--- src/hdl/assert_macros.svh ---
// Assertion macros used by the top-level RTL file.
`ifndef ASSERT_MACROS_SVH
`define ASSERT_MACROS_SVH

// Implication checked at every rising edge outside reset.
`define ASSERT_CLK(label, clk, rst, prop, msg) \
  label: assert property (@(posedge clk) disable iff (rst) prop) \
    else $error(msg);

// Condition in one cycle implies an outcome in the next.
`define ASSERT_NEXT(label, clk, rst, cond, outcome, msg) \
  label: assert property (@(posedge clk) disable iff (rst) (cond) |=> (outcome)) \
    else $error(msg);

`endif

--- src/hdl/gcf_pkg.sv ---
// Types, constants and tanh tables for the GRU cell forward unit.
`default_nettype none

package gcf_pkg;

  localparam int DATA_WIDTH    = 16;
  localparam int GATE_WIDTH    = 13;
  localparam int NEW_WIDTH     = 14;
  localparam int FRAC_BITS     = 12;
  localparam int QONE          = 4096;
  localparam int TANH_SEGMENTS = 64;
  localparam int SEG_BITS      = $clog2(TANH_SEGMENTS);
  localparam int TANH_IN_WIDTH = 18;
  localparam int TDIFF_W       = 15;

  localparam logic [63:0] EXP_ONE = 64'd1 << 30;

  typedef logic signed [DATA_WIDTH-1:0]    data_t;
  typedef logic [GATE_WIDTH-1:0]           gate_t;
  typedef logic signed [NEW_WIDTH-1:0]     new_t;
  typedef logic signed [TANH_IN_WIDTH-1:0] tanh_in_t;

  typedef logic [TANH_SEGMENTS-1:0][NEW_WIDTH-1:0] tanh_tab_t;
  typedef logic [TANH_SEGMENTS-1:0][TDIFF_W-1:0]   tanh_diff_tab_t;

  // Stage enables of one tanh unit.
  typedef struct packed {
    logic look;
    logic mul;
    logic sum;
  } tanh_en_t;

  // Restoring division, used only while the tables are built.
  function automatic logic [63:0] udiv64(logic [63:0] num, logic [63:0] den);
    logic [64:0] rem;
    logic [63:0] quo;
    rem = '0;
    quo = '0;
    for (int i = 63; i >= 0; i--) begin
      rem = {rem[63:0], num[i]};
      if (rem >= {1'b0, den}) begin
        rem    = rem - {1'b0, den};
        quo[i] = 1'b1;
      end
    end
    return quo;
  endfunction

  // tanh at breakpoint k, Q.12: exp(-2|t|) by a series on 2|t|/16, squared four times.
  function automatic longint tanh_point(int k);
    longint      num;
    logic        neg;
    logic [63:0] mag;
    logic [63:0] w;
    logic [63:0] term;
    logic [63:0] e;
    logic [63:0] den;
    logic [63:0] res;
    longint      acc;
    num = longint'(32 * k) - longint'(16 * TANH_SEGMENTS);
    neg = (num < 0);
    mag = neg ? 64'(-num) : 64'(num);
    w   = udiv64(mag << 30, 64'(16 * TANH_SEGMENTS));
    if (w > EXP_ONE) w = EXP_ONE;
    acc  = longint'(EXP_ONE);
    term = EXP_ONE;
    for (int n = 1; n <= 20; n++) begin
      term = udiv64((term * w) >> 30, 64'(n));
      if (n[0]) acc = acc - longint'(term);
      else      acc = acc + longint'(term);
    end
    if (acc < 0) acc = 0;
    e = 64'(acc);
    if (e > EXP_ONE) e = EXP_ONE;
    for (int n = 0; n < 4; n++) begin
      e = (e * e + (64'd1 << 29)) >> 30;
    end
    den = EXP_ONE + e;
    res = udiv64((EXP_ONE - e) * 64'(QONE) + (den >> 1), den);
    return neg ? -longint'(res) : longint'(res);
  endfunction

  function automatic tanh_tab_t tanh_base_tab();
    tanh_tab_t tab;
    for (int k = 0; k < TANH_SEGMENTS; k++) begin
      tab[k] = NEW_WIDTH'(tanh_point(k));
    end
    return tab;
  endfunction

  function automatic tanh_diff_tab_t tanh_diff_tab();
    tanh_diff_tab_t tab;
    for (int k = 0; k < TANH_SEGMENTS; k++) begin
      tab[k] = TDIFF_W'(tanh_point(k + 1) - tanh_point(k));
    end
    return tab;
  endfunction

  localparam tanh_tab_t      TANH_BASE = tanh_base_tab();
  localparam tanh_diff_tab_t TANH_DIFF = tanh_diff_tab();

endpackage

`default_nettype wire

--- src/hdl/gcf_item_if.sv ---
// Input channel: gate pre-activations, previous hidden value and biases.
`default_nettype none

interface gcf_item_if;
  import gcf_pkg::*;

  logic  valid;
  logic  ready;
  data_t in_reset_pre;
  data_t in_update_pre;
  data_t in_new_pre;
  data_t hid_reset_pre;
  data_t hid_update_pre;
  data_t hid_new_pre;
  data_t prev_hidden;
  data_t reset_bias_sum;
  data_t update_bias_sum;
  data_t in_new_bias;
  data_t hid_new_bias;

  modport source (
    output valid, in_reset_pre, in_update_pre, in_new_pre, hid_reset_pre,
           hid_update_pre, hid_new_pre, prev_hidden, reset_bias_sum,
           update_bias_sum, in_new_bias, hid_new_bias,
    input  ready
  );

  modport sink (
    input  valid, in_reset_pre, in_update_pre, in_new_pre, hid_reset_pre,
           hid_update_pre, hid_new_pre, prev_hidden, reset_bias_sum,
           update_bias_sum, in_new_bias, hid_new_bias,
    output ready
  );
endinterface

`default_nettype wire

--- src/hdl/gcf_result_if.sv ---
// Output channel: new hidden value, gates and biased hidden candidate.
`default_nettype none

interface gcf_result_if;
  import gcf_pkg::*;

  logic  valid;
  logic  ready;
  data_t next_hidden;
  gate_t reset_gate;
  gate_t update_gate;
  new_t  new_gate;
  data_t hid_new_biased;

  modport source (
    output valid, next_hidden, reset_gate, update_gate, new_gate, hid_new_biased,
    input  ready
  );

  modport sink (
    input  valid, next_hidden, reset_gate, update_gate, new_gate, hid_new_biased,
    output ready
  );
endinterface

`default_nettype wire

--- src/hdl/gcf_tanh.sv ---
// Three-stage tanh: segment lookup, slope multiply, rounded interpolation.
`default_nettype none

module gcf_tanh (
  input  logic               clk,
  input  gcf_pkg::tanh_en_t  en,
  input  gcf_pkg::tanh_in_t  x,
  output gcf_pkg::new_t      y
);
  import gcf_pkg::*;

  localparam new_t T_ONE = new_t'(QONE);

  logic                  sat_lo;
  logic                  sat_hi;
  logic [15:0]           u;
  logic [SEG_BITS-1:0]   seg;
  logic [15:0]           frac;

  // lookup stage
  logic                  lo1;
  logic                  hi1;
  new_t                  base1;
  logic signed [TDIFF_W-1:0] diff1;
  logic [15:0]           frac1;

  // multiply stage
  logic                  lo2;
  logic                  hi2;
  new_t                  base2;
  logic signed [TDIFF_W+16:0] prod2;

  logic signed [TDIFF_W+17:0] rnd_sum;
  logic signed [TDIFF_W+1:0]  step;

  assign sat_lo = (x < -tanh_in_t'(32768));
  assign sat_hi = (x >= tanh_in_t'(32768));
  // x + 32768 within range: flip the sign bit of the low 16 bits
  assign u      = x[15:0] ^ 16'h8000;
  assign seg    = u[15 -: SEG_BITS];
  assign frac   = {u[15-SEG_BITS:0], {SEG_BITS{1'b0}}};

  always_ff @(posedge clk) begin
    if (en.look) begin
      lo1   <= sat_lo;
      hi1   <= sat_hi;
      base1 <= TANH_BASE[seg];
      diff1 <= TANH_DIFF[seg];
      frac1 <= frac;
    end
  end

  always_ff @(posedge clk) begin
    if (en.mul) begin
      lo2   <= lo1;
      hi2   <= hi1;
      base2 <= base1;
      prod2 <= diff1 * $signed({1'b0, frac1});
    end
  end

  assign rnd_sum = (TDIFF_W+18)'(prod2) + (TDIFF_W+18)'(32768);
  assign step    = rnd_sum[TDIFF_W+17:16];

  always_ff @(posedge clk) begin
    if (en.sum) begin
      if (lo2)      y <= -T_ONE;
      else if (hi2) y <= T_ONE;
      else          y <= NEW_WIDTH'((TDIFF_W+2)'(base2) + step);
    end
  end

endmodule

`default_nettype wire

--- src/hdl/gru_cell_forward_unit.sv ---
// Top level of the GRU cell forward unit.
`default_nettype none
`include "assert_macros.svh"

// One hidden unit of a GRU cell per word, Q4.12 fixed point. The block takes one word
// per clock, unless held by a stalled result side, through a 12-stage pipeline of
// bias sums, two tanh units for the reset and update gates (sigmoid taken as a halved
// tanh), the r*hn' multiply, a third tanh unit for the candidate, the (hx-n)*z multiply
// and the final saturating add. Each tanh unit is three stages: lookup in a 64-segment
// table built at elaboration, slope multiply, rounded interpolation. Every stage moves
// when any later stage has room or the result is taken, so bubbles close up and the
// input stays ready while a finished result waits, as long as one stage is empty.
// Sustained rate is one word per cycle while results are taken.
module gru_cell_forward_unit (
  input  logic         clk,
  input  logic         rst,
  gcf_item_if.sink     item,
  gcf_result_if.source result
);
  import gcf_pkg::*;

  localparam int STAGES = 12;

  logic [STAGES-1:0] v;
  logic [STAGES:0]   adv;

  // stage 0
  logic signed [17:0] sum_r0;
  logic signed [17:0] sum_z0;
  logic signed [16:0] hn_sum;
  data_t              hnb_sat;

  data_t              hnb_q [0:STAGES-1];
  data_t              hx_q  [0:9];
  logic signed [16:0] inb_q [0:5];
  gate_t              r_q   [4:STAGES-1];
  gate_t              z_q   [4:STAGES-1];

  tanh_en_t           en_r;
  tanh_en_t           en_n;
  tanh_in_t           x_r;
  tanh_in_t           x_z;
  new_t               t_r;
  new_t               t_z;
  logic signed [14:0] sg_r;
  logic signed [14:0] sg_z;

  logic signed [29:0] rh_prod5;
  logic signed [29:0] rh_sum;
  logic signed [17:0] rh;
  tanh_in_t           xn6;
  new_t               n_y;

  logic signed [16:0] hx_diff;
  logic signed [30:0] prod10;
  new_t               n10;
  logic signed [30:0] sc_sum;
  logic signed [19:0] hy_w;
  data_t              hy11;
  new_t               n11;

  logic               gates_ok;
  logic               new_ok;

  // a stage can move when any later stage is empty or the result is taken
  always_comb begin
    logic room;
    room        = result.ready;
    adv[STAGES] = room;
    for (int s = STAGES - 1; s >= 0; s--) begin
      room   = room | ~v[s];
      adv[s] = room;
    end
  end

  assign item.ready = adv[0];

  always_ff @(posedge clk) begin
    if (rst) begin
      v <= '0;
    end else begin
      if (adv[0]) v[0] <= item.valid;
      for (int s = 1; s < STAGES; s++) begin
        if (adv[s]) v[s] <= v[s-1];
      end
    end
  end

  // stage 0: bias sums
  assign hn_sum = 17'(item.hid_new_pre) + 17'(item.hid_new_bias);
  always_comb begin
    if (hn_sum[16] != hn_sum[15]) hnb_sat = hn_sum[16] ? 16'sh8000 : 16'sh7fff;
    else                          hnb_sat = hn_sum[15:0];
  end

  always_ff @(posedge clk) begin
    if (adv[0]) begin
      sum_r0   <= 18'(item.in_reset_pre) + 18'(item.hid_reset_pre)
                + 18'(item.reset_bias_sum);
      sum_z0   <= 18'(item.in_update_pre) + 18'(item.hid_update_pre)
                + 18'(item.update_bias_sum);
    end
  end

  // side data shift lines
  always_ff @(posedge clk) begin
    if (adv[0]) begin
      hnb_q[0] <= hnb_sat;
      inb_q[0] <= 17'(item.in_new_pre) + 17'(item.in_new_bias);
      hx_q[0]  <= item.prev_hidden;
    end
    // stage 4: sigmoid = (1 + tanh) / 2, rounded
    if (adv[4]) begin
      r_q[4] <= sg_r[13:1];
      z_q[4] <= sg_z[13:1];
    end
    for (int s = 1; s < STAGES; s++) begin
      if (adv[s]) hnb_q[s] <= hnb_q[s-1];
    end
    for (int s = 1; s <= 9; s++) begin
      if (adv[s]) hx_q[s] <= hx_q[s-1];
    end
    for (int s = 1; s <= 5; s++) begin
      if (adv[s]) inb_q[s] <= inb_q[s-1];
    end
    for (int s = 5; s < STAGES; s++) begin
      if (adv[s]) begin
        r_q[s] <= r_q[s-1];
        z_q[s] <= z_q[s-1];
      end
    end
  end

  // stages 1..3: gate tanh on floor(x/2)
  assign en_r = '{look: adv[1], mul: adv[2], sum: adv[3]};
  assign x_r  = {sum_r0[17], sum_r0[17:1]};
  assign x_z  = {sum_z0[17], sum_z0[17:1]};

  gcf_tanh u_tanh_r (
    .clk (clk),
    .en  (en_r),
    .x   (x_r),
    .y   (t_r)
  );

  gcf_tanh u_tanh_z (
    .clk (clk),
    .en  (en_r),
    .x   (x_z),
    .y   (t_z)
  );

  assign sg_r = 15'(t_r) + 15'sd4097;
  assign sg_z = 15'(t_z) + 15'sd4097;

  // stage 5: r * hn'
  always_ff @(posedge clk) begin
    if (adv[5]) rh_prod5 <= $signed({1'b0, r_q[4]}) * hnb_q[4];
  end

  // stage 6: candidate argument
  assign rh_sum = rh_prod5 + 30'sd2048;
  assign rh     = rh_sum[29:12];

  always_ff @(posedge clk) begin
    if (adv[6]) xn6 <= 18'(inb_q[5]) + rh;
  end

  // stages 7..9: candidate tanh
  assign en_n = '{look: adv[7], mul: adv[8], sum: adv[9]};

  gcf_tanh u_tanh_n (
    .clk (clk),
    .en  (en_n),
    .x   (xn6),
    .y   (n_y)
  );

  // stage 10: (hx - n) * z
  assign hx_diff = 17'(hx_q[9]) - 17'(n_y);

  always_ff @(posedge clk) begin
    if (adv[10]) begin
      prod10 <= hx_diff * $signed({1'b0, z_q[9]});
      n10    <= n_y;
    end
  end

  // stage 11: round, add n, saturate
  assign sc_sum = prod10 + 31'sd2048;
  assign hy_w   = 20'($signed(sc_sum[30:12])) + 20'(n10);

  always_ff @(posedge clk) begin
    if (adv[11]) begin
      if (hy_w > 20'sd32767)       hy11 <= 16'sh7fff;
      else if (hy_w < -20'sd32768) hy11 <= 16'sh8000;
      else                         hy11 <= hy_w[15:0];
      n11 <= n10;
    end
  end

  assign result.valid          = v[STAGES-1];
  assign result.next_hidden    = hy11;
  assign result.reset_gate     = r_q[STAGES-1];
  assign result.update_gate    = z_q[STAGES-1];
  assign result.new_gate       = n11;
  assign result.hid_new_biased = hnb_q[STAGES-1];

  assign gates_ok = (result.reset_gate <= gate_t'(QONE))
                 && (result.update_gate <= gate_t'(QONE));
  assign new_ok   = (result.new_gate <= new_t'(QONE)) && (result.new_gate >= -new_t'(QONE));

  `ASSERT_CLK(a_gate_range, clk, rst, result.valid |-> gates_ok, "gate above one")
  `ASSERT_CLK(a_new_range, clk, rst, result.valid |-> new_ok, "candidate outside unit range")
  `ASSERT_NEXT(a_last_move, clk, rst, v[10] && adv[10], v[11], "word lost entering output stage")
  `ASSERT_CLK(a_ready_free, clk, rst, !v[STAGES-1] |-> item.ready, "input stalled with output stage empty")

endmodule

`default_nettype wire

--- src/flat_wrapper.sv ---
// flat-port wrapper written by rule: the top's interface ports become plain ports
module gru_cell_forward_unit_flat import gcf_pkg::*;
  (clk, rst, item_valid, item_in_reset_pre, item_in_update_pre, item_in_new_pre, item_hid_reset_pre, item_hid_update_pre, item_hid_new_pre, item_prev_hidden, item_reset_bias_sum, item_update_bias_sum, item_in_new_bias, item_hid_new_bias, item_ready, result_valid, result_next_hidden, result_reset_gate, result_update_gate, result_new_gate, result_hid_new_biased, result_ready);
  gcf_item_if item_i ();
  gcf_result_if result_i ();
  input  logic clk;
  input  logic rst;
  input wire logic [$bits(item_i.valid)-1:0] item_valid;
  input wire logic [$bits(item_i.in_reset_pre)-1:0] item_in_reset_pre;
  input wire logic [$bits(item_i.in_update_pre)-1:0] item_in_update_pre;
  input wire logic [$bits(item_i.in_new_pre)-1:0] item_in_new_pre;
  input wire logic [$bits(item_i.hid_reset_pre)-1:0] item_hid_reset_pre;
  input wire logic [$bits(item_i.hid_update_pre)-1:0] item_hid_update_pre;
  input wire logic [$bits(item_i.hid_new_pre)-1:0] item_hid_new_pre;
  input wire logic [$bits(item_i.prev_hidden)-1:0] item_prev_hidden;
  input wire logic [$bits(item_i.reset_bias_sum)-1:0] item_reset_bias_sum;
  input wire logic [$bits(item_i.update_bias_sum)-1:0] item_update_bias_sum;
  input wire logic [$bits(item_i.in_new_bias)-1:0] item_in_new_bias;
  input wire logic [$bits(item_i.hid_new_bias)-1:0] item_hid_new_bias;
  output wire logic [$bits(item_i.ready)-1:0] item_ready;
  output wire logic [$bits(result_i.valid)-1:0] result_valid;
  output wire logic [$bits(result_i.next_hidden)-1:0] result_next_hidden;
  output wire logic [$bits(result_i.reset_gate)-1:0] result_reset_gate;
  output wire logic [$bits(result_i.update_gate)-1:0] result_update_gate;
  output wire logic [$bits(result_i.new_gate)-1:0] result_new_gate;
  output wire logic [$bits(result_i.hid_new_biased)-1:0] result_hid_new_biased;
  input wire logic [$bits(result_i.ready)-1:0] result_ready;
  assign item_i.valid = item_valid;
  assign item_i.in_reset_pre = item_in_reset_pre;
  assign item_i.in_update_pre = item_in_update_pre;
  assign item_i.in_new_pre = item_in_new_pre;
  assign item_i.hid_reset_pre = item_hid_reset_pre;
  assign item_i.hid_update_pre = item_hid_update_pre;
  assign item_i.hid_new_pre = item_hid_new_pre;
  assign item_i.prev_hidden = item_prev_hidden;
  assign item_i.reset_bias_sum = item_reset_bias_sum;
  assign item_i.update_bias_sum = item_update_bias_sum;
  assign item_i.in_new_bias = item_in_new_bias;
  assign item_i.hid_new_bias = item_hid_new_bias;
  assign item_ready = item_i.ready;
  assign result_valid = result_i.valid;
  assign result_next_hidden = result_i.next_hidden;
  assign result_reset_gate = result_i.reset_gate;
  assign result_update_gate = result_i.update_gate;
  assign result_new_gate = result_i.new_gate;
  assign result_hid_new_biased = result_i.hid_new_biased;
  assign result_i.ready = result_ready;
  gru_cell_forward_unit u_core (.clk(clk), .rst(rst), .item(item_i), .result(result_i));
endmodule
--- config.mk ---
export PLATFORM = sky130hd
export DESIGN_NAME = gru_cell_forward_unit_flat
export DESIGN_NICKNAME = d
export VERILOG_FILES = /design/src/hdl/gcf_pkg.sv /design/src/hdl/gcf_item_if.sv /design/src/hdl/gcf_result_if.sv /design/src/hdl/gcf_tanh.sv /design/src/hdl/gru_cell_forward_unit.sv /design/src/flat_wrapper.sv
export VERILOG_INCLUDE_DIRS = /design/src /design/src/hdl
export SDC_FILE = /design/constraint.sdc
export NUM_CORES = 2
export LEC_CHECK = 0
export BUFFER_PORTS_ARGS = -buffer_cell sky130_fd_sc_hd__buf_2
export CORE_MARGIN = 5
export CORE_UTILIZATION = 57
export DETAILED_ROUTE_END_ITERATION = 8
export PLACE_DENSITY_LB_ADDON = 0.1
export SLEW_MARGIN = 10
export SYNTH_ARGS = -nofsm -noshare
export SYNTH_HDL_FRONTEND = slang
export SYNTH_SLANG_ARGS = --single-unit
--- constraint.sdc ---
create_clock -name clk -period 15.4 [get_ports clk]
set_clock_uncertainty 0.2 [all_clocks]
set_input_delay 3.08 -clock clk [delete_from_list [all_inputs] [get_ports clk]]
set_output_delay 3.08 -clock clk [all_outputs]
set_load 0.005 [all_outputs]
==> out/results.tsv <==
stage	metric	value	unit
route	DRC Markers	0	
clock_tree	Post-CTS Setup Bufs	0	
place	gpl congestion	0.851	
sta	min cycle time layout	9.57	ns
global_routing	initial antenna violation count	3	
floorplanning	Initial Util	57.3	%
global_routing	gr ovfl total	0	
route	final WL	131	mm
final_layout	commonest non-fill, non-tap cell in the layout	edfxtp_1	
global_routing	largest net degree at the start of global routing	78	
min_path	Hold/Removal Path Class	flop to flop	
route	drt pass-1 iters	6	
synthesis	#FFs+latches synth	1046	
floorplanning	Die H	360	um
clock_tree	CTS resizes	0	
global_routing	vias in the first global route	43500	
worst_setup_path	Crit Path Class	input pin to output pin	
floorplanning	DIE WIDTH	360	um
global_routing	GRT Resource Usage Total	20.7	%
final_layout	Inserted Diodes	0	
synthesis	post-synthesis sequential area ratio	44.9	%
synthesis	Mean Syn Cell Area	12.0	sq um
clock_tree	TritonCTS clock tree	built	
final_layout	commonest non-fill, non-tap cells in the layout	1,034 x edfxtp_1, 833 x inv_1, 642 x fa_1	
floorplanning	Cell Rows	128	
synthesis	Syn Inst Count	5802	
final_layout	area delta synth->final	8.78	%
synthesis	top-area cell type share of the netlist area	44.5	%
clock_tree	Hold Buf Count CTS	0	
sta	setup_tns	0	ns
route	Met2 Routed Length	65.5	mm
synthesis	Synth cell types	94	
final_layout	share of layout cells above drive strength 1	8.29	%
run_status	status	finished, final reports clean	
route	Avg Vias per Cell	5.38	
sta	# setup viols final	0	
final_layout	nets	7319	
clock_tree	clock transition at the registers of the reported paths	0.06	ns
route	Post-DRT Antenna Nets	0	
sta	unrepaired setup endpoints after global routing	no	
sta	worst slew pin tran	1.23	ns
clock_tree	CTS Root Buffer Type	clkbuf_16	
clock_tree	CTS buffer count	107	
worst_setup_path	CP Launch Type	input pin	
clock_tree	largest buffer count on any clock path	3	
route	max layer used	met4	
route	WL met3	5.76	mm
place	number of port buffers	253	
sta	fin crit share	62.1	%
sta	Hold Vio Cnt, Final	0	
sta	Max Clk Rate	105	MHz
clock_tree	Skew-Pair Late Insertion Delay	0.72	ns
worst_setup_path	Arrival @ worst endpoint	6.29	ns
sta	slew margin rel.	17.5	%
synthesis	Post-synth top flop	edfxtp_1	
synthesis	Post-Synthesis Cell Area	69700	sq um
route	DR WL/cell	17.1	um
worst_setup_path	CP max FO	32	
synthesis	post-synth top area cell	edfxtp_1	
sta	Final Slew Violations	0	
route	Vias	41300	
route	DRT met1 WL	55.7	mm
clock_tree	clock sink total	1046	
synthesis	Synth async-reset ratio	0	%
synthesis	synth warn	0	
clock_tree	htree depth	3	
synthesis	Post-synth EDFFs	1034	
floorplanning	io pins	254	
floorplanning	die area	129000	sq um
synthesis	top cells by area, synth	edfxtp_1 45%, fa_1 18%, ha_1 9.4%	
run	max-cap violations	0	
place	DP Wirelength	99.0	mm
worst_setup_path	CP endpoint kind	output pin	
worst_setup_path	WP data required	12.12	ns
synthesis	syn nets	7147	
global_routing	first-pass GRT wire length	219	mm
floorplanning	core outline area	122000	sq um
route	Iter 0 DRT Violations	2470	
## synth_stat cells, types with 13 or more instances
cell      number
edfxtp_1    1034
inv_1        837
fa_1         642
ha_1         523
nand2_1      496
and2_1       382
nor2_1       256
xnor2_1      200
a21oi_1      188
clkbuf_1     160
o21ai_0      152
nand3_1       99
xor2_1        81
nor3_1        76
and3_1        54
nor2b_1       50
buf_4         42
a21o_1        41
o21bai_1      37
nand2b_1      35
o21a_1        29
o22ai_1       28
a31oi_1       22
a211oi_1      20
or3_1         19
mux2i_1       18
nand4_1       18
or2_2         14
nand3b_1      13
o211ai_1      13
## routing by layer
metal / global-route usage [%] / up-vias
li1: - / 19800
met1: 27.0 / 20400
met2: 36.3 / 884
met3: 2.68 / 219
met4: 7.02 / 0
met5: 0 / -
## area by class of cell
| class | count | area [sq um] |
|---|---|---|
| Inverter | 840 | 3160 |
| Timing Repair Buffer | 284 | 1500 |
| Tap cell | 1625 | 2030 |
| Clock buffer | 124 | 2740 |
| Fill cell | 9633 | 45900 |
| Clock inverter | 76 | 782 |
| Multi-Input combinational cell | 3695 | 34300 |
| Sequential cell | 1046 | 31300 |
## kinds of logic (layout without fill, tap and decap cells)
family	Yosys count	count (layout)	share of synthesized area, %
compound gates	695	695	6.62
xor+xnor	283	283	3.59
buf+inv	1061	1324	5.97
simple gates	1531	1531	10.8
fa+ha+maj	1166	1166	27.8
flops	1046	1046	44.9
mux	20	20	0.291
## per-stage QoR
step	setup WS (ns)	instances	hold WS [ns]	utilization [%]	instance area (sq um)
floorplan	0.476	5802	0.200	-	69700
global placement	5.91	7490	0.200	59.4	72300
detailed placement	5.78	7490	0.205	59.4	72300
CTS	5.77	7690	0.192	62.3	75800
global route	5.48	7690	0.205	62.3	75800
finish	5.83	7690	0.196	62.3	75800
## worst paths after layout
path                        startpoint            endpoint  slack, ns  depth (start not counted)
setup / recovery          result_ready          item_ready       5.83                          9
hold / removal     u_core.hnb_q[1][51]  u_core.hnb_q[2][3]       0.20                          0
setup reg to reg  u_core.u_tanh_n.y[0]   u_core.prod10[30]       6.05                         31
hold reg to reg    u_core.hnb_q[1][51]  u_core.hnb_q[2][3]       0.20                          0
## sequential cells by signal, summed over array words and instances, names as in the netlist, 16 cells and up
signal and count:
u_core.hx_q 160, u_core.inb_q 102, u_core.r_q 104, u_core.z_q 104
u_core.result.next_hidden 16, u_core.sum_r0 17, u_core.prod10 20, u_core.hnb_q 192
u_core.rh_prod5 19, u_core.xn6 18, u_core.sum_z0 17
## critical path, stage by stage
cell	delay (ns)
buf_2	0.10
nor2b_1	0.38
and3_1	0.36
and3_1	0.39
nand3_4	0.43
nor2_1	0.67
nand4_1	0.21
or2_4	0.45
buf_2	0.20
Power is not shown: default switching activity piles up to over one toggle a cycle in this logic, so the estimate is an artifact.
